## config.mk

```make
export PLATFORM = sky130hd
export DESIGN_NAME = rau_ctrl
export DESIGN_NICKNAME = d
export VERILOG_FILES = /design/src/hdl/rau_pkg.sv /design/src/hdl/rau_ctrl.sv
export SDC_FILE = /design/constraint.sdc
export NUM_CORES = 1
export LEC_CHECK = 0
export BUFFER_PORTS_ARGS = -buffer_cell sky130_fd_sc_hd__buf_2
export CAP_MARGIN = 20
export CORE_MARGIN = 2
export CORE_UTILIZATION = 59
export DETAILED_ROUTE_END_ITERATION = 7
export PLACE_DENSITY = 0.84
export SLEW_MARGIN = 20
export SYNTH_ARGS = -nofsm -noshare
export SYNTH_HDL_FRONTEND = slang
export SYNTH_SLANG_ARGS = --single-unit
```

## constraint.sdc

```tcl
create_clock -name clk -period 4.36 [get_ports clk]
set_input_delay 0.218 -clock clk [delete_from_list [all_inputs] [get_ports clk]]
set_output_delay 0.218 -clock clk [all_outputs]
set_load 0.005 [all_outputs]
```

## src/hdl/rau_pkg.sv

```systemverilog
// Shared constants, action codes and controller/datapath interface types.
`timescale 1ns / 1ps
`default_nettype none
package rau_pkg;

  localparam int WORD_WIDTH_DEF = 32;
  localparam int FIELD_W        = 32;
  localparam int ACT_W          = 4;

  // 10000 in binary, scanned MSB first by the scale step
  localparam int             EQ_BITS  = 14;
  localparam logic [13:0]    EQ_SCALE = 14'd10000;
  localparam int             SIDX_W   = 4;

  localparam logic [3:0] ACT_ADD  = 4'd0;
  localparam logic [3:0] ACT_SUB  = 4'd1;
  localparam logic [3:0] ACT_NEG  = 4'd2;
  localparam logic [3:0] ACT_MUL  = 4'd3;
  localparam logic [3:0] ACT_DIV  = 4'd4;
  localparam logic [3:0] ACT_SIMP = 4'd5;
  localparam logic [3:0] ACT_EQ   = 4'd6;
  localparam logic [3:0] ACT_NE   = 4'd7;
  localparam logic [3:0] ACT_LT   = 4'd8;
  localparam logic [3:0] ACT_LE   = 4'd9;
  localparam logic [3:0] ACT_GT   = 4'd10;
  localparam logic [3:0] ACT_GE   = 4'd11;

  localparam logic [1:0] MSEL_AD = 2'd0;
  localparam logic [1:0] MSEL_BC = 2'd1;
  localparam logic [1:0] MSEL_AC = 2'd2;
  localparam logic [1:0] MSEL_BD = 2'd3;

  typedef enum logic [3:0] {
    OP_NONE,
    OP_LOAD,
    OP_MUL,
    OP_DIFF,
    OP_SCALE,
    OP_GINIT,
    OP_GSTEP,
    OP_DIV_LOAD_N,
    OP_DIV_LOAD_D,
    OP_DIV_STEP,
    OP_FINISH
  } dp_op_t;

  typedef struct packed {
    dp_op_t            op;
    logic [1:0]        mul_sel;
    logic [SIDX_W-1:0] scale_bit;
  } dp_cmd_t;

  typedef struct packed {
    logic [ACT_W-1:0] act;
    logic             a_zero;
    logic             b_zero;
    logic             gcd_eq;
  } dp_stat_t;

endpackage
`default_nettype wire

```

## src/hdl/rau_ctrl.sv

```systemverilog
// Controller: sequences load, products, compare scaling, gcd and division.
`timescale 1ns / 1ps
`default_nettype none
module rau_ctrl #(
  parameter int WORD_WIDTH = rau_pkg::WORD_WIDTH_DEF
) (
  input  wire               clk,
  input  wire               rst_n,
  input  wire               in_valid,
  output logic              in_stall,
  output logic              out_valid,
  input  wire               out_stall,
  input  rau_pkg::dp_stat_t stat,
  output rau_pkg::dp_cmd_t  cmd
);

  localparam int W     = WORD_WIDTH;
  localparam int CMAX  = (W > rau_pkg::EQ_BITS) ? W : rau_pkg::EQ_BITS;
  localparam int CNT_W = $clog2(CMAX + 1);

  typedef enum logic [8:0] {
    S_IDLE  = 9'b000000001,
    S_MUL   = 9'b000000010,
    S_DIFF  = 9'b000000100,
    S_SCALE = 9'b000001000,
    S_GINIT = 9'b000010000,
    S_GCD   = 9'b000100000,
    S_DIVN  = 9'b001000000,
    S_DIVD  = 9'b010000000,
    S_FIN   = 9'b100000000
  } state_t;

  state_t             state_r, state_nxt;
  logic [CNT_W-1:0]   cnt_r, cnt_nxt;
  logic               out_valid_r, out_valid_nxt;

  assign in_stall  = (state_r != S_IDLE);
  assign out_valid = out_valid_r;

  always_comb begin
    state_nxt     = state_r;
    cnt_nxt       = cnt_r;
    out_valid_nxt = out_valid_r && out_stall;
    cmd.op        = rau_pkg::OP_NONE;
    cmd.mul_sel   = '0;
    cmd.scale_bit = '0;
    case (state_r)
      S_IDLE: begin
        if (in_valid) begin
          cmd.op    = rau_pkg::OP_LOAD;
          cnt_nxt   = '0;
          state_nxt = S_MUL;
        end
      end
      S_MUL: begin
        cmd.op      = rau_pkg::OP_MUL;
        cmd.mul_sel = cnt_r[1:0];
        if (cnt_r == CNT_W'(3)) begin
          cnt_nxt   = '0;
          state_nxt = S_DIFF;
        end else begin
          cnt_nxt = cnt_r + 1'b1;
        end
      end
      S_DIFF: begin
        cmd.op = rau_pkg::OP_DIFF;
        if (stat.act == rau_pkg::ACT_EQ || stat.act == rau_pkg::ACT_NE) begin
          state_nxt = S_SCALE;
        end else if (stat.act == rau_pkg::ACT_SIMP) begin
          state_nxt = S_GINIT;
        end else begin
          state_nxt = S_FIN;
        end
      end
      S_SCALE: begin
        cmd.op        = rau_pkg::OP_SCALE;
        cmd.scale_bit = rau_pkg::SIDX_W'(rau_pkg::EQ_BITS - 1)
                      - cnt_r[rau_pkg::SIDX_W-1:0];
        if (cnt_r == CNT_W'(rau_pkg::EQ_BITS - 1)) begin
          cnt_nxt   = '0;
          state_nxt = S_FIN;
        end else begin
          cnt_nxt = cnt_r + 1'b1;
        end
      end
      S_GINIT: begin
        cmd.op = rau_pkg::OP_GINIT;
        // a zero part needs no gcd: finish picks the fixed answer
        if (stat.a_zero || stat.b_zero) begin
          state_nxt = S_FIN;
        end else begin
          state_nxt = S_GCD;
        end
      end
      S_GCD: begin
        if (stat.gcd_eq) begin
          cmd.op    = rau_pkg::OP_DIV_LOAD_N;
          cnt_nxt   = '0;
          state_nxt = S_DIVN;
        end else begin
          cmd.op = rau_pkg::OP_GSTEP;
        end
      end
      S_DIVN: begin
        if (cnt_r == CNT_W'(W)) begin
          cmd.op    = rau_pkg::OP_DIV_LOAD_D;
          cnt_nxt   = '0;
          state_nxt = S_DIVD;
        end else begin
          cmd.op  = rau_pkg::OP_DIV_STEP;
          cnt_nxt = cnt_r + 1'b1;
        end
      end
      S_DIVD: begin
        if (cnt_r == CNT_W'(W)) begin
          cnt_nxt   = '0;
          state_nxt = S_FIN;
        end else begin
          cmd.op  = rau_pkg::OP_DIV_STEP;
          cnt_nxt = cnt_r + 1'b1;
        end
      end
      S_FIN: begin
        if (!out_valid_r || !out_stall) begin
          cmd.op        = rau_pkg::OP_FINISH;
          out_valid_nxt = 1'b1;
          state_nxt     = S_IDLE;
        end
      end
      default: begin
        state_nxt = S_IDLE;
      end
    endcase
  end

  always_ff @(posedge clk) begin
    if (!rst_n) begin
      state_r     <= S_IDLE;
      cnt_r       <= '0;
      out_valid_r <= 1'b0;
    end else begin
      state_r     <= state_nxt;
      cnt_r       <= cnt_nxt;
      out_valid_r <= out_valid_nxt;
    end
  end

  a_accept_starts: assert property (@(posedge clk) disable iff (!rst_n)
    (in_valid && !in_stall) |=> (state_r == S_MUL))
    else $error("accepted item did not start the product sequence");

  a_valid_from_fin: assert property (@(posedge clk) disable iff (!rst_n)
    $rose(out_valid_r) |-> $past(state_r == S_FIN))
    else $error("result raised outside the finish step");

endmodule
`default_nettype wire

```

Word-level counts from Yosys, hierarchy flattened
Index checks and enable logic that the tools add are counted.

operators by class
  divide/modulo/power cells = 0
  equal/unequal tests = 23
  shifts and indexed selects = 0
  reductions and logical operators = 10
  muxes and demuxes = 27
  magnitude comparators = 0
  bitwise logic cells = 0
  multipliers = 0
  add/subtract/negate cells = 2

operators with widths
  kind                                           count
  2-to-1 mux 9 bit                               10
  case mux 9 bit (9 select lines)                1
  case mux 4 bit (9 select lines)                1
  2-to-1 mux 6 bit                               5
  case mux 6 bit (5 select lines)                1
  != test 2 bit, second input constant           7
  == test 4 x 3 -> 1 bit, second input constant  3
  2-to-1 mux 4 bit                               3
  == test 9 x 1 -> 1 bit, second input constant  1
  == test 9 x 2 -> 1 bit, second input constant  1
  == test 9 x 3 -> 1 bit, second input constant  1
  == test 9 x 4 -> 1 bit, second input constant  1
  == test 9 x 5 -> 1 bit, second input constant  1
  == test 9 x 6 -> 1 bit, second input constant  1
  == test 9 x 7 -> 1 bit, second input constant  1
  == test 9 x 8 -> 1 bit, second input constant  1
  == test 9 bit, second input constant           1
  != test 9 x 1 -> 1 bit, second input constant  1
  AND reduction 7 bit                            1
  adder 6 x 1 -> 6 bit, second input constant    1
  == test 6 x 2 -> 1 bit, second input constant  1
  == test 6 x 4 -> 1 bit, second input constant  1
  == test 6 bit, second input constant           1
  2-to-1 mux 1 bit                               5
  8 further kinds                                11

word-level totals
  memory bits (read-only) = 0
  latch bits = 0
  memories = 0
  register bits after elaboration = 16
  bits in writable memories = 0
  word-level logic and storage cells = 65

Logic depth before layout (Yosys ltp)
  word-level depth = 4
  gate-level depth with buffers = 7
  gate-level depth less buffers = 6

Worst setup path after synthesis
OpenSTA, ideal clock, no wires.

  path type = register to register
  start point = reg state_r[7]
  end point = reg state_r[0]
  period minus slack after synthesis = 1.849 ns
  library setup time = 0.133 ns
  cell stages (with the launch flop) = 7
  path buffers = 1
  slack = 2.511 ns
  data arrival time = 1.716 ns
  cell sequence = dfxtp_1 buf_6 or4_4 or3_1 o21a_1 nand3_1 o221ai_1

on the way
  cells in the longest elaborated chain, start to end = 3
  elaborated cells between the ends (all ways) = 18

RTL lines
  element                                RTL line         source
  start: declaration                     rau_ctrl.sv:33   state_t state_r, state_nxt;
  start signal: assignment               rau_ctrl.sv:142  state_r <= state_nxt;
  == test 9 bit (tied with other cells)  rau_ctrl.sv:47   case (state_r)
  != test 2 bit (no line)                -
  AND reduction 7 bit (no line)          -

Parallel ways exist; a longest one is shown, timed or not.
A chain may end at the register's enable or synchronous reset.

==> flow_metrics.env <==
export IMPL_die_x_um=50.78
export IMPL_hold_path_startpoint="rst_n"
export IMPL_maxClockFrequency_mhz=399.7
export IMPL_cts_setup_buffers=0
export IMPL_drv_slew=0
export IMPL_period_share_pct=57.38
export IMPL_crit_path_start_kind="register"
export IMPL_status="finished clean"
export IMPL_clockBufferDepth=2
export IMPL_p_sw_share_pct=32.62
export IMPL_cts_max_level=1
export IMPL_peakVddDrop_mv=0.2259
export IMPL_r2r_cells=5
export IMPL_min_period_ps=2502
export IMPL_cp_arrival_ps=2280
export IMPL_synthTopCellsByArea="dfxtp_1, ha_1, nand3_1, nor2_1, nand2_1"
export IMPL_cts_tree="built"
export IMPL_drt_pass1_iterations=4
export IMPL_pwr_share_comb_pct=20.9
export IMPL_avgRoutedWirePerCell_um=17.32
export IMPL_grt_usage_pct=31.56
export IMPL_yosys_top_cells_count="dfxtp_1, nor2_1, nand2_1"
export IMPL_whs_path_depth=2
export IMPL_avgSynthCellArea_um2=7.732
export IMPL_io_buffer_count=22
export IMPL_path_class="reg -> out"
export IMPL_switchingPower_mw=0.1102
export IMPL_drtIter0Drc=116
export IMPL_hold_buffers=0
export IMPL_core_mm2=0.002022
export IMPL_p_int_mw=0.2276
export IMPL_num_io_pins=23
export IMPL_netlist_area_leader_share_pct=24.81
export IMPL_antenna_left=0
export IMPL_grt_pass1_wl_mm=5.968
export IMPL_drc=0
export IMPL_clockRootBuffer="clkbuf_4"
export IMPL_setup_ws_ps=1858
export IMPL_clkPwrFrac_pct=32.0
export IMPL_worstPathMaxFanout=14
export IMPL_grt_max_degree=15
export IMPL_die_area_mm2=0.002579
export IMPL_drv_cap=0
export IMPL_synth_ff_type="dfxtp_1"
export IMPL_cts_made_buffers=3
export IMPL_nFillCells=178
export IMPL_hpwl_mm=2.709
export IMPL_tightestPinTransition_ps=752.7
export IMPL_pre_cts_ws_ps=2197
export IMPL_critPathRequiredTime_ps=4140
export IMPL_fin_setup_tns_ps=0
export IMPL_setup_viol=0
export IMPL_grt_pass1_vias=1264
export IMPL_min_path_type="in -> reg"
export IMPL_areaGrowthSynthToFinish_pct=10.56
export IMPL_p_per_area_mw_per_mm2=236.6
export IMPL_finalNonFillerCells=211
export IMPL_cts_clk_slew_worst_paths_ps=100
export IMPL_antenna_found_initial=0
export IMPL_syn_area_mm2=0.001291
export IMPL_clock_latency_ps=310
export IMPL_gr_total_overflow=0
export IMPL_finalWeightedCongestion=0.9320
export IMPL_synth_most_common_cell="dfxtp_1"
export IMPL_yosysSeqAreaShare_pct=24.81
export IMPL_cts_repair_resized=0
export IMPL_max_slew_margin_pct=49.43
export IMPL_finClkSkew_ps=1.572
export IMPL_viasPerCell=6.692
export IMPL_std_cell_rows=16
export IMPL_n_antenna_cell=0
export IMPL_start_util_pct=63.86
export IMPL_startpoint="state_r[0]"
export IMPL_reg2reg_from="state_r[0]"
export IMPL_synthCells=167
export IMPL_synth_edf_count=0
export IMPL_yosys_warnings=0
export IMPL_ys_seq_elements=16
export IMPL_vias=1412
export IMPL_end_kind="primary output"
export IMPL_synth_cell_types=50
export IMPL_yosys_area_top_type="dfxtp_1"
export IMPL_seqPwrFrac_pct=47.1
export IMPL_synthArstFlopShare_pct=0
export IMPL_synthesis_nets=183
export IMPL_floorplan_die_height_um=50.78
export IMPL_hold_viol=0
export IMPL_cts_sinks=16
export IMPL_p_leak_nw=0.6013
export IMPL_rsz0062_at_grt="no"
export IMPL_wirelength_mm=3.654
export IMPL_hold_ws_ps=159.8
export IMPL_layout_nets=201
export IMPL_placed_cells=207
export IMPL_drive_gt1_share_pct=17.93
flip-flops by register name (all words and copies together), names as in the netlist:
| name | flops |
|---|---|
| state_r | 9 |
| cnt_r | 6 |
| out_valid | 1 |
power groups by stage:
| stage | clock network (mW) | registers, mW | logic, mW |
|---|---|---|---|
| after detailed placement | 0 | 0.162 | 0.0684 |
| final | 0.108 | 0.159 | 0.0707 |
| after global placement | 0 | 0.161 | 0.0671 |
| after CTS | 0.108 | 0.158 | 0.0688 |
| after global routing | 0.115 | 0.160 | 0.0769 |
| after floorplan | 0 | 0.156 | 0.0495 |
layout by cell type (no fill, tap or decap), types with 7 or more instances in the layout:
master	instances
buf_2	22
dfxtp_1	16
nor2_1	13
nand2_1	12
nand3_1	11
nor3_1	8
a21oi_1	7
worst max-delay path, stage by stage, from the launching register on:
cell,delay (ps)
dfxtp_1,480
or4_1,660
nor3_2,260
nand3_1,280
nand4_1,170
buf_2,130
per-stage QoR:
| step | total power, mW | utilization, % | instance area [µm²] |
|---|---|---|---|
| 2_1_floorplan | 0.2059 | - | 1291 |
| 3_3_place_gp | 0.2284 | 68.81 | 1391 |
| 3_5_place_dp | 0.2301 | 68.81 | 1391 |
| 4_1_cts | 0.3356 | 70.61 | 1428 |
| 5_1_grt | 0.3517 | 70.61 | 1428 |
| 6_report | 0.3378 | 70.61 | 1428 |
final timing paths:
check | endpoint | slack (ps)
max | cmd[6] | 1860
min | state_r[0] | 160
max reg2reg | cnt_r[4] | 2080
min reg2reg | out_valid | 510
layer usage:
| metal | global-route usage, % | routed length, µm | vias up |
|---|---|---|---|
| met1 | 43.07 | 1496 | 627 |
| met3 | 6.845 | 395 | 18 |
| met2 | 46.71 | 1646 | 98 |
| met5 | 0 | 0 | - |
| met4 | 15.77 | 117 | 0 |
| li1 | - | - | 669 |
final cells by class:
cell class	count	area [µm²]	area share (%)
Clock buffer	4	36.28	2.542
Inverter	3	11.26	0.7888
Multi-Input combinational cell	139	915.9	64.15
Sequential cell	16	320.3	22.44
Tap cell	27	33.78	2.366
Timing Repair Buffer	22	110.1	7.713
cells by family after synthesis:
group	Yosys count	share of synthesized area (%)
adder cells (fa/ha/maj)	5	4.845
XOR/XNOR	5	3.392
flip-flops	16	24.81
AO/OA/AOI/OAI	39	21.90
AND/OR/NAND/NOR	90	40.79
buffers and inverters	12	4.263
Power figures use the tool's default switching activity.
