[src/hdl/rau_pkg.sv]
// Shared constants, action codes and controller/datapath interface types.
`timescale 1ns / 1ps
`default_nettype none
package rau_pkg;

  localparam int WORD_WIDTH_DEF = 32;
  localparam int FIELD_W        = 32;
  localparam int ACT_W          = 4;

  // 10000 in binary, scanned MSB first by the scale step
  localparam int             EQ_BITS  = 14;
  localparam logic [13:0]    EQ_SCALE = 14'd10000;
  localparam int             SIDX_W   = 4;

  localparam logic [3:0] ACT_ADD  = 4'd0;
  localparam logic [3:0] ACT_SUB  = 4'd1;
  localparam logic [3:0] ACT_NEG  = 4'd2;
  localparam logic [3:0] ACT_MUL  = 4'd3;
  localparam logic [3:0] ACT_DIV  = 4'd4;
  localparam logic [3:0] ACT_SIMP = 4'd5;
  localparam logic [3:0] ACT_EQ   = 4'd6;
  localparam logic [3:0] ACT_NE   = 4'd7;
  localparam logic [3:0] ACT_LT   = 4'd8;
  localparam logic [3:0] ACT_LE   = 4'd9;
  localparam logic [3:0] ACT_GT   = 4'd10;
  localparam logic [3:0] ACT_GE   = 4'd11;

  localparam logic [1:0] MSEL_AD = 2'd0;
  localparam logic [1:0] MSEL_BC = 2'd1;
  localparam logic [1:0] MSEL_AC = 2'd2;
  localparam logic [1:0] MSEL_BD = 2'd3;

  typedef enum logic [3:0] {
    OP_NONE,
    OP_LOAD,
    OP_MUL,
    OP_DIFF,
    OP_SCALE,
    OP_GINIT,
    OP_GSTEP,
    OP_DIV_LOAD_N,
    OP_DIV_LOAD_D,
    OP_DIV_STEP,
    OP_FINISH
  } dp_op_t;

  typedef struct packed {
    dp_op_t            op;
    logic [1:0]        mul_sel;
    logic [SIDX_W-1:0] scale_bit;
  } dp_cmd_t;

  typedef struct packed {
    logic [ACT_W-1:0] act;
    logic             a_zero;
    logic             b_zero;
    logic             gcd_eq;
  } dp_stat_t;

endpackage
`default_nettype wire

[src/hdl/rau_dp.sv]
// Datapath: operand and product registers, scale accumulator, binary gcd, divider.
`timescale 1ns / 1ps
`default_nettype none
module rau_dp #(
  parameter int WORD_WIDTH = rau_pkg::WORD_WIDTH_DEF
) (
  input  wire                                  clk,
  input  wire                                  rst_n,
  input  rau_pkg::dp_cmd_t                     cmd,
  output rau_pkg::dp_stat_t                    stat,
  input  wire [rau_pkg::ACT_W-1:0]             in_action,
  input  wire signed [rau_pkg::FIELD_W-1:0]    in_a_num,
  input  wire signed [rau_pkg::FIELD_W-1:0]    in_a_den,
  input  wire signed [rau_pkg::FIELD_W-1:0]    in_b_num,
  input  wire signed [rau_pkg::FIELD_W-1:0]    in_b_den,
  output logic signed [rau_pkg::FIELD_W-1:0]   out_res_num,
  output logic signed [rau_pkg::FIELD_W-1:0]   out_res_den,
  output logic                                 out_compare_true,
  output logic                                 out_zero_den
);

  localparam int W  = WORD_WIDTH;
  localparam int PW = 2 * W;
  localparam int KW = $clog2(W);
  localparam int AW = PW + 1 + rau_pkg::EQ_BITS;

  logic [rau_pkg::ACT_W-1:0] act_r;
  logic signed [W-1:0]       a_r, b_r, c_r, d_r;
  logic signed [PW-1:0]      p_ad_r, p_bc_r, p_ac_r, p_bd_r;
  logic signed [PW:0]        diff_r;
  logic [AW-1:0]             acc_r;
  logic [W-1:0]              x_r, y_r, q_r, qn_r;
  logic [W:0]                rem_r;
  logic [KW-1:0]             k_r;

  logic signed [W-1:0]  mul_x, mul_y;
  logic signed [PW-1:0] mul_p;
  logic [W-1:0]         mag_a, mag_b;
  logic [PW:0]          diff_abs;
  logic [W:0]           div_sh;
  logic [W+1:0]         div_trial;

  logic signed [W-1:0]  rn_w, rd_w;
  logic                 cmp_w, zd_w;
  logic                 b_zero, d_zero, sflip;
  logic signed [PW:0]   r_ab;
  logic [PW:0]          r_u;
  logic                 eq_w, diff_pos, diff_neg, e_pos, e_neg;

  always_comb begin
    case (cmd.mul_sel)
      rau_pkg::MSEL_AD: begin mul_x = a_r; mul_y = d_r; end
      rau_pkg::MSEL_BC: begin mul_x = b_r; mul_y = c_r; end
      rau_pkg::MSEL_AC: begin mul_x = a_r; mul_y = c_r; end
      default:          begin mul_x = b_r; mul_y = d_r; end
    endcase
  end
  assign mul_p = mul_x * mul_y;

  assign mag_a    = a_r[W-1] ? W'(-a_r) : W'(a_r);
  assign mag_b    = b_r[W-1] ? W'(-b_r) : W'(b_r);
  assign diff_abs = diff_r[PW] ? (PW+1)'(-diff_r) : (PW+1)'(diff_r);

  assign div_sh    = {rem_r[W-1:0], q_r[W-1]};
  assign div_trial = {1'b0, div_sh} - {2'b00, x_r};

  assign stat.act    = act_r;
  assign stat.a_zero = (a_r == '0);
  assign stat.b_zero = (b_r == '0);
  assign stat.gcd_eq = (x_r == y_r);

  // result selection
  always_comb begin
    b_zero   = (b_r == '0);
    d_zero   = (d_r == '0);
    sflip    = b_r[W-1] ^ d_r[W-1];
    r_ab     = sflip ? -(PW+1)'(p_ad_r) : (PW+1)'(p_ad_r);
    r_u      = r_ab;
    eq_w     = !r_ab[PW] && (acc_r <= AW'(r_u));
    diff_neg = diff_r[PW];
    diff_pos = !diff_r[PW] && (diff_r != '0);
    e_neg    = sflip ? diff_pos : diff_neg;
    e_pos    = sflip ? diff_neg : diff_pos;
    rn_w     = '0;
    rd_w     = '0;
    cmp_w    = 1'b0;
    zd_w     = 1'b0;
    if (act_r == rau_pkg::ACT_NEG || act_r == rau_pkg::ACT_SIMP) begin
      zd_w = b_zero;
    end else if (act_r <= rau_pkg::ACT_GE) begin
      zd_w = b_zero || d_zero;
    end
    case (act_r)
      rau_pkg::ACT_ADD: begin rn_w = W'(p_ad_r + p_bc_r); rd_w = W'(p_bd_r); end
      rau_pkg::ACT_SUB: begin rn_w = W'(p_ad_r - p_bc_r); rd_w = W'(p_bd_r); end
      rau_pkg::ACT_NEG: begin rn_w = -a_r; rd_w = b_r; end
      rau_pkg::ACT_MUL: begin rn_w = W'(p_ac_r); rd_w = W'(p_bd_r); end
      rau_pkg::ACT_DIV: begin rn_w = W'(p_ad_r); rd_w = W'(p_bc_r); end
      rau_pkg::ACT_SIMP: begin
        if (a_r == '0 && b_r == '0) begin
          rn_w = a_r;
          rd_w = b_r;
        end else if (a_r == '0) begin
          rn_w = '0;
          rd_w = b_r[W-1] ? '1 : W'(1);
        end else if (b_r == '0) begin
          rn_w = a_r[W-1] ? '1 : W'(1);
          rd_w = '0;
        end else begin
          rn_w = a_r[W-1] ? W'(-qn_r) : W'(qn_r);
          rd_w = b_r[W-1] ? W'(-q_r) : W'(q_r);
        end
      end
      rau_pkg::ACT_EQ: cmp_w = !zd_w && eq_w;
      rau_pkg::ACT_NE: cmp_w = !zd_w && !eq_w;
      rau_pkg::ACT_LT: cmp_w = !zd_w && e_neg;
      rau_pkg::ACT_LE: cmp_w = !zd_w && !e_pos;
      rau_pkg::ACT_GT: cmp_w = !zd_w && e_pos;
      rau_pkg::ACT_GE: cmp_w = !zd_w && !e_neg;
      default: ;
    endcase
  end

  always_ff @(posedge clk) begin
    case (cmd.op)
      rau_pkg::OP_LOAD: begin
        act_r <= in_action;
        a_r   <= in_a_num[W-1:0];
        b_r   <= in_a_den[W-1:0];
        c_r   <= in_b_num[W-1:0];
        d_r   <= in_b_den[W-1:0];
      end
      rau_pkg::OP_MUL: begin
        case (cmd.mul_sel)
          rau_pkg::MSEL_AD: p_ad_r <= mul_p;
          rau_pkg::MSEL_BC: p_bc_r <= mul_p;
          rau_pkg::MSEL_AC: p_ac_r <= mul_p;
          default:          p_bd_r <= mul_p;
        endcase
      end
      rau_pkg::OP_DIFF: begin
        diff_r <= (PW+1)'(p_ad_r) - (PW+1)'(p_bc_r);
        acc_r  <= '0;
      end
      rau_pkg::OP_SCALE: begin
        acc_r <= (acc_r << 1)
               + (rau_pkg::EQ_SCALE[cmd.scale_bit] ? AW'(diff_abs) : AW'(0));
      end
      rau_pkg::OP_GINIT: begin
        x_r <= mag_a;
        y_r <= mag_b;
        k_r <= '0;
      end
      rau_pkg::OP_GSTEP: begin
        if (!x_r[0] && !y_r[0]) begin
          x_r <= x_r >> 1;
          y_r <= y_r >> 1;
          k_r <= k_r + 1'b1;
        end else if (!x_r[0]) begin
          x_r <= x_r >> 1;
        end else if (!y_r[0]) begin
          y_r <= y_r >> 1;
        end else if (x_r > y_r) begin
          x_r <= x_r - y_r;
        end else begin
          y_r <= y_r - x_r;
        end
      end
      rau_pkg::OP_DIV_LOAD_N: begin
        q_r   <= mag_a >> k_r;
        rem_r <= '0;
      end
      rau_pkg::OP_DIV_LOAD_D: begin
        qn_r  <= q_r;
        q_r   <= mag_b >> k_r;
        rem_r <= '0;
      end
      rau_pkg::OP_DIV_STEP: begin
        if (!div_trial[W+1]) begin
          rem_r <= div_trial[W:0];
          q_r   <= {q_r[W-2:0], 1'b1};
        end else begin
          rem_r <= div_sh;
          q_r   <= {q_r[W-2:0], 1'b0};
        end
      end
      rau_pkg::OP_FINISH: begin
        out_res_num      <= rau_pkg::FIELD_W'(rn_w);
        out_res_den      <= rau_pkg::FIELD_W'(rd_w);
        out_compare_true <= cmp_w;
        out_zero_den     <= zd_w;
      end
      default: ;
    endcase
  end

  a_gcd_nonzero: assert property (@(posedge clk) disable iff (!rst_n)
    (cmd.op == rau_pkg::OP_GSTEP) |-> (x_r != '0 && y_r != '0))
    else $error("gcd step on a zero operand");

  a_cmp_zero_frac: assert property (@(posedge clk) disable iff (!rst_n)
    (cmd.op == rau_pkg::OP_FINISH && act_r >= rau_pkg::ACT_EQ)
    |=> (out_res_num == '0 && out_res_den == '0))
    else $error("nonzero fraction on a compare item");

endmodule
`default_nettype wire

[config.mk]
export PLATFORM = sky130hd
export DESIGN_NAME = rau_dp
export DESIGN_NICKNAME = d
export VERILOG_FILES = /design/src/hdl/rau_pkg.sv /design/src/hdl/rau_dp.sv
export SDC_FILE = /design/constraint.sdc
export NUM_CORES = 2
export LEC_CHECK = 0
export BUFFER_PORTS_ARGS = -buffer_cell sky130_fd_sc_hd__clkbuf_2
export CAP_MARGIN = 30
export CORE_MARGIN = 10
export CORE_UTILIZATION = 49
export DETAILED_ROUTE_END_ITERATION = 12
export GPL_TIMING_DRIVEN = 0
export MAX_ROUTING_LAYER = met4
export SKIP_CTS_REPAIR_TIMING = 1
export SLEW_MARGIN = 20
export SYNTH_ARGS = -nofsm -noshare
export SYNTH_HDL_FRONTEND = slang
export SYNTH_SLANG_ARGS = --single-unit
[constraint.sdc]
create_clock -name clk -period 16.67 [get_ports clk]
set_input_delay 1.667 -clock clk [delete_from_list [all_inputs] [get_ports clk]]
set_output_delay 1.667 -clock clk [all_outputs]
set_load 0.05 [all_outputs]
Word level (Yosys, flattened, before mapping)
Memories as Yosys holds them, arrays and structs flattened. Index checks and enable logic that the tools add are counted. W data, S select, Z words.

Bits in registers: 699. Memory bits (read-only): 16. Input port bits: 144. Word-level logic and storage cells: 161. Memories: 1.

Add/sub/neg operators: 14. Multiply operators: 1. Order comparisons: 4. Eq/ne operators: 29. Shifts and indexed selects: 2. Muxes and demuxes: 42. Bitwise gates (word level): 2. Reduce and logical (&&, ||, !) cells: 43.

Memories: (name not given) (depth 16, bits a word 1, read ports 1, clocked after Yosys merged registers in 0, wr ports 0, line rau_dp.sv:147) `+ (rau_pkg::EQ_SCALE[cmd.scale_bit] ? AW'(diff_abs) : AW'(0));`.

Operators with widths (count): $mux W32 (23); $mux W65 (3); $pmux W32 S2 (3); $pmux W32 S6 (1); $pmux W79 S2 (1); $neg A32 Y32 (4); $pmux W32 S4 (1); $logic_not A32 Y1 (3); $pmux W32 S3 (1); $sub A32 B32 Y32 (3); $add A79 B65 Y79 (1); $le A79 B65 Y1 (1); $neg A64 Y65 (1); $neg A65 Y65 (1); $reduce_bool A65 Y1 (1); $sub A64 B64 Y65 (1); $mul A32 B32 Y64 (1); $shr A32 B5 Y32 (2); $sub A33 B32 Y34 (1); $add A32 B32 Y32 (1); $eq A32 B32 Y1 (1); $eq A4 B3 Y1 const B (8); $gt A32 B32 Y1 (1); $eq A4 B4 Y1 const B (7); other kinds (27) (66).

Logic depth before layout (Yosys ltp)
Depth after elaboration: 7. Gate-level depth with buffers: 36. Mapped depth without buffers: 31.

Worst setup path before layout
No wires, ideal clock.

Path type: input to register. Start: input port cmd[9] in the netlist's numbering. End: register a_r[0], enable pin. Arrival time: 10.774 ns. Data required time: 15.883 ns. Path slack: 5.109 ns. Cell stages on the path: 1. Cells stage by stage: nor3_1.

Word-level cells in the longest chain between the ends: 1.

RTL lines: start, declared (line rau_dp.sv:9) `input rau_pkg::dp_cmd_t cmd,`; $eq A4 B1 Y1 (line rau_dp.sv:125) `case (cmd.op)`; end signal, assigned (line rau_dp.sv:128) `a_r <= in_a_num[W-1:0];`; end, declared (line rau_dp.sv:28) `logic signed [W-1:0] a_r, b_r, c_r, d_r;`.

No other way between the ends. A chain may end at the register's enable or synchronous reset.

Final worst setup path
Start: input port cmd[4] in the netlist's numbering. End: register p_bc_r[60], data pin.

Word-level cells in the longest chain between the ends: 4. Elaborated cells between the ends (all ways): 8. Those cells by class: mul (1); eq/ne (2); mux (2); reduce/logical (3).

RTL lines: $eq A2 B2 Y1, or another cell as far along (line rau_dp.sv:51) `case (cmd.mul_sel)`; $reduce_or A2 Y1 (no source line); $mux W32 (line rau_dp.sv:51); $mul A32 B32 Y64 * (line rau_dp.sv:58) `assign mul_p = mul_x * mul_y;`; named net mul_p[60] (line rau_dp.sv:37) `logic signed [PW-1:0] mul_p;`; end signal, assigned (line rau_dp.sv:136) `rau_pkg::MSEL_BC: p_bc_r <= mul_p;`; end, declared (line rau_dp.sv:29) `logic signed [PW-1:0] p_ad_r, p_bc_r, p_ac_r, p_bd_r;`.

Mark *: on every way through the listed nets, which the timed path passes. The rest lies on a longest branch.

==> flow_metrics.py <==
metrics = {
    "detailed_routing": {
        "dr.pass1.iters": 12,
        "drc_errors": 0,
        "first_iter_violations": 9263,
        "vias": 73700,
        "viasPerCell": 6.19,
        "drt-total-wl_mm": 356,
        "wl_per_cell_um": 29.9,
        "ant_nets": 0,
    },
    "timing": {
        "rsz0062_at_grt": "no",
        "fin_crit_ns": 14.54,
        "final_min_period_over_clock_period": 0.872,
        "tns_ns": 0,
        "worst_slack_ns": 2.13,
        "final-setup-viol-count": 0,
        "slew_headroom": 0.0990,
        "hold_viol": 0,
        "max_freq_ghz": 0.0688,
        "drv_slew": 0,
        "tightestPinTransition_ns": 1.35,
        "skew_ns": 0.0642,
    },
    "clocking": {
        "clk_pin_slew_ns": 0.06,
        "clk_latency_ns": 0.77,
        "cts_buffers": 86,
        "cts-htree-levels": 3,
        "cts_tree": "yes",
        "cts_root_buf": "clkbuf_16",
        "clk_path_buf_depth": 3,
        "clock-sinks": 699,
    },
    "logic_synthesis": {
        "synthCells": 9099,
        "post-synth-top-area-fraction": 0.254,
        "synth.area.top_cells": "fa_1 25%, edfxtp_1 24%, ha_1 7.5%, inv_1 5.2%, nor2_1 4.3%",
        "synthMuxAreaShare": 0.0254,
        "yosysWarnings": 0,
        "synth_xor_area_frac": 0.0549,
        "ys_async_sr_fraction": 0,
        "synth_compound_area_frac": 0.138,
        "yosysUniqueCellTypes": 90,
        "synthTopCellsByCount": "1193 x inv_1, 1088 x fa_1, 979 x nor2_1",
        "synth-seq-cells": 699,
        "yosysMostFrequentCell": "inv_1",
        "synth_edf_count": 699,
        "yosysSeqAreaShare": 0.244,
        "synth_fa_ha_area_frac": 0.329,
        "synth_top_family_by_area": "adder cells",
        "synth_nets": 10800,
        "synth_top_cell_by_area": "fa_1",
        "syn_area_um2": 85900,
        "syn_area_per_cell_um2": 9.44,
        "synth_flop_cell": "edfxtp_1",
        "yosys.area_share.simple": 0.136,
    },
    "outcome": {
        "status": "finished clean",
    },
    "critical_path": {
        "cp-start-kind": "input port",
        "cp_max_fo": 10,
        "critPathRequiredTime_ns": 17.12,
        "crit_arrival_ns": 14.99,
        "cp_top_family": "adder cells",
        "worstPathBufferInverterCount": 10,
        "cpPeakStageDelay_ns": 0.90,
        "end_kind": "flop",
        "critPathKind": "input port to flop",
        "cpMostUsedCell": "fa_1",
        "critical-path-slowest-cell": "o31ai_1",
    },
    "layout": {
        "final_area_um2": 94200,
        "drive_above_1_share": 0.0705,
        "fin_util": 0.542,
        "nFillCells": 16000,
        "area_delta_synth_final_pct": 9.75,
        "nNetsFinal": 11300,
    },
    "place": {
        "portBuffers": 215,
        "placed_area_um2": 91200,
        "gp_congestion": 1.06,
        "place_ws_ns": 1.52,
        "dpl.hpwl_mm": 299,
    },
    "global_routing": {
        "grt_pass1_wl_mm": 512,
        "track_usage": 0.375,
        "grt_max_degree": 51,
        "grt_pass1_vias": 73200,
        "antenna_found_initial": 22,
        "grt-ovfl-total": 0,
    },
    "floorplanning": {
        "core-area_um2": 174000,
        "rows": 153,
        "ioPinCount": 217,
        "die_y_um": 439,
        "start_util": 0.493,
        "die-area_um2": 192000,
        "die_x_um": 439,
    },
    "min_path": {
        "hp-class": "flop to flop",
    },
    "run": {
        "max-cap-violations": 0,
    },
}
[path summary, 6_finish.rpt]
path / start / end / slack, ns / depth (start not counted)
setup / recovery: cmd[4] / p_bc_r[60] / 2.13 / 33
hold reg to reg: p_bd_r[29] / out_res_den[29] / 0.55 / 2
hold / removal: p_bd_r[29] / out_res_den[29] / 0.55 / 2
setup reg to reg: b_r[31] / p_ad_r[63] / 4.12 / 33
[kinds of logic (layout without fill, tap and decap cells)]
group | after synthesis | after routing
simple gates | 2614 | 2614
compound gates | 1801 | 1801
buf+inv | 1647 | 2122
fa+ha+maj | 1605 | 1605
flops | 699 | 699
xor+xnor | 538 | 538
mux | 195 | 195
other cells | 0 | 17
[stage by stage]
stage / hold slack (ns) / cells
2_1_floorplan: 0.451 / 9099
3_3_place_gp: 0.552 / 11600
3_5_place_dp: 0.554 / 11700
4_1_cts: 0.537 / 11900
5_1_grt: 0.544 / 11900
6_report: 0.546 / 11900
[sequential cells by signal, summed over array words and instances (netlist names), 64 cells and up]
name	flops
acc_r	79
diff_r	65
p_ad_r	64
p_bc_r	64
[worst register-to-register path, delay by kind of cell (launching register included)]
| kind | cells | cell delay, ns |
|---|---|---|
| fa+ha+maj | 9 | 4.73 |
| simple gates | 3 | 0.70 |
| compound gates | 9 | 2.32 |
| xor+xnor | 1 | 0.29 |
| buf+inv | 11 | 3.80 |
| flops | 1 | 0.40 |
[final cells by class]
type,count,area (um2),area share
multi-input combinational,6753,59000,0.626
buffer,448,1700,0.0181
antenna,17,42.5,0.000451
clock buffer,99,2220,0.0236
sequential,699,21000,0.223
tap,2325,2910,0.0309
inverter,1199,4500,0.0478
timing repair buffer,319,2210,0.0234
clock inverter,57,661,0.00701
[cells in the final DEF (no fill, tap or decap), types with 34 or more instances in the layout]
| cell | count |
|---|---|
| fa_1 | 1087 |
| buf_4 | 37 |
| o41ai_1 | 36 |
| edfxtp_1 | 699 |
| a31oi_1 | 56 |
| clkbuf_2 | 218 |
| nor4_1 | 52 |
| clkbuf_1 | 418 |
| a22oi_1 | 40 |
| nand2b_1 | 65 |
| mux2_2 | 68 |
| nor2b_1 | 53 |
| and2_1 | 47 |
| mux2i_2 | 36 |
| o21a_1 | 51 |
| a222oi_1 | 58 |
| nor2_1 | 978 |
| or2_2 | 39 |
| buf_6 | 37 |
| a211oi_1 | 48 |
| buf_1 | 34 |
| a21oi_1 | 484 |
| o31ai_1 | 73 |
| mux2i_1 | 76 |
| a21o_1 | 247 |
| xnor2_1 | 294 |
| inv_1 | 1193 |
| and3_1 | 52 |
| or3_1 | 59 |
| nor3_1 | 107 |
| a221oi_1 | 58 |
| xor2_1 | 236 |
| nand2_1 | 856 |
| ha_1 | 517 |
| o21ai_0 | 357 |
| nand3_1 | 117 |
| nand4_1 | 81 |
| clkbuf_16 | 87 |
| o21bai_1 | 48 |
[layer usage]
metal / vias to the layer above / share of wire / global-route usage
met5: - / 0 / -
met4: 0 / 0.068 / 0.200
met3: 852 / 0.10 / 0.0810
met2: 4039 / 0.43 / 0.549
met1: 37200 / 0.40 / 0.485
li1: 31700 / - / -
Power is not shown: default switching activity piles up to over one toggle a cycle in this logic, so the estimate is an artifact.
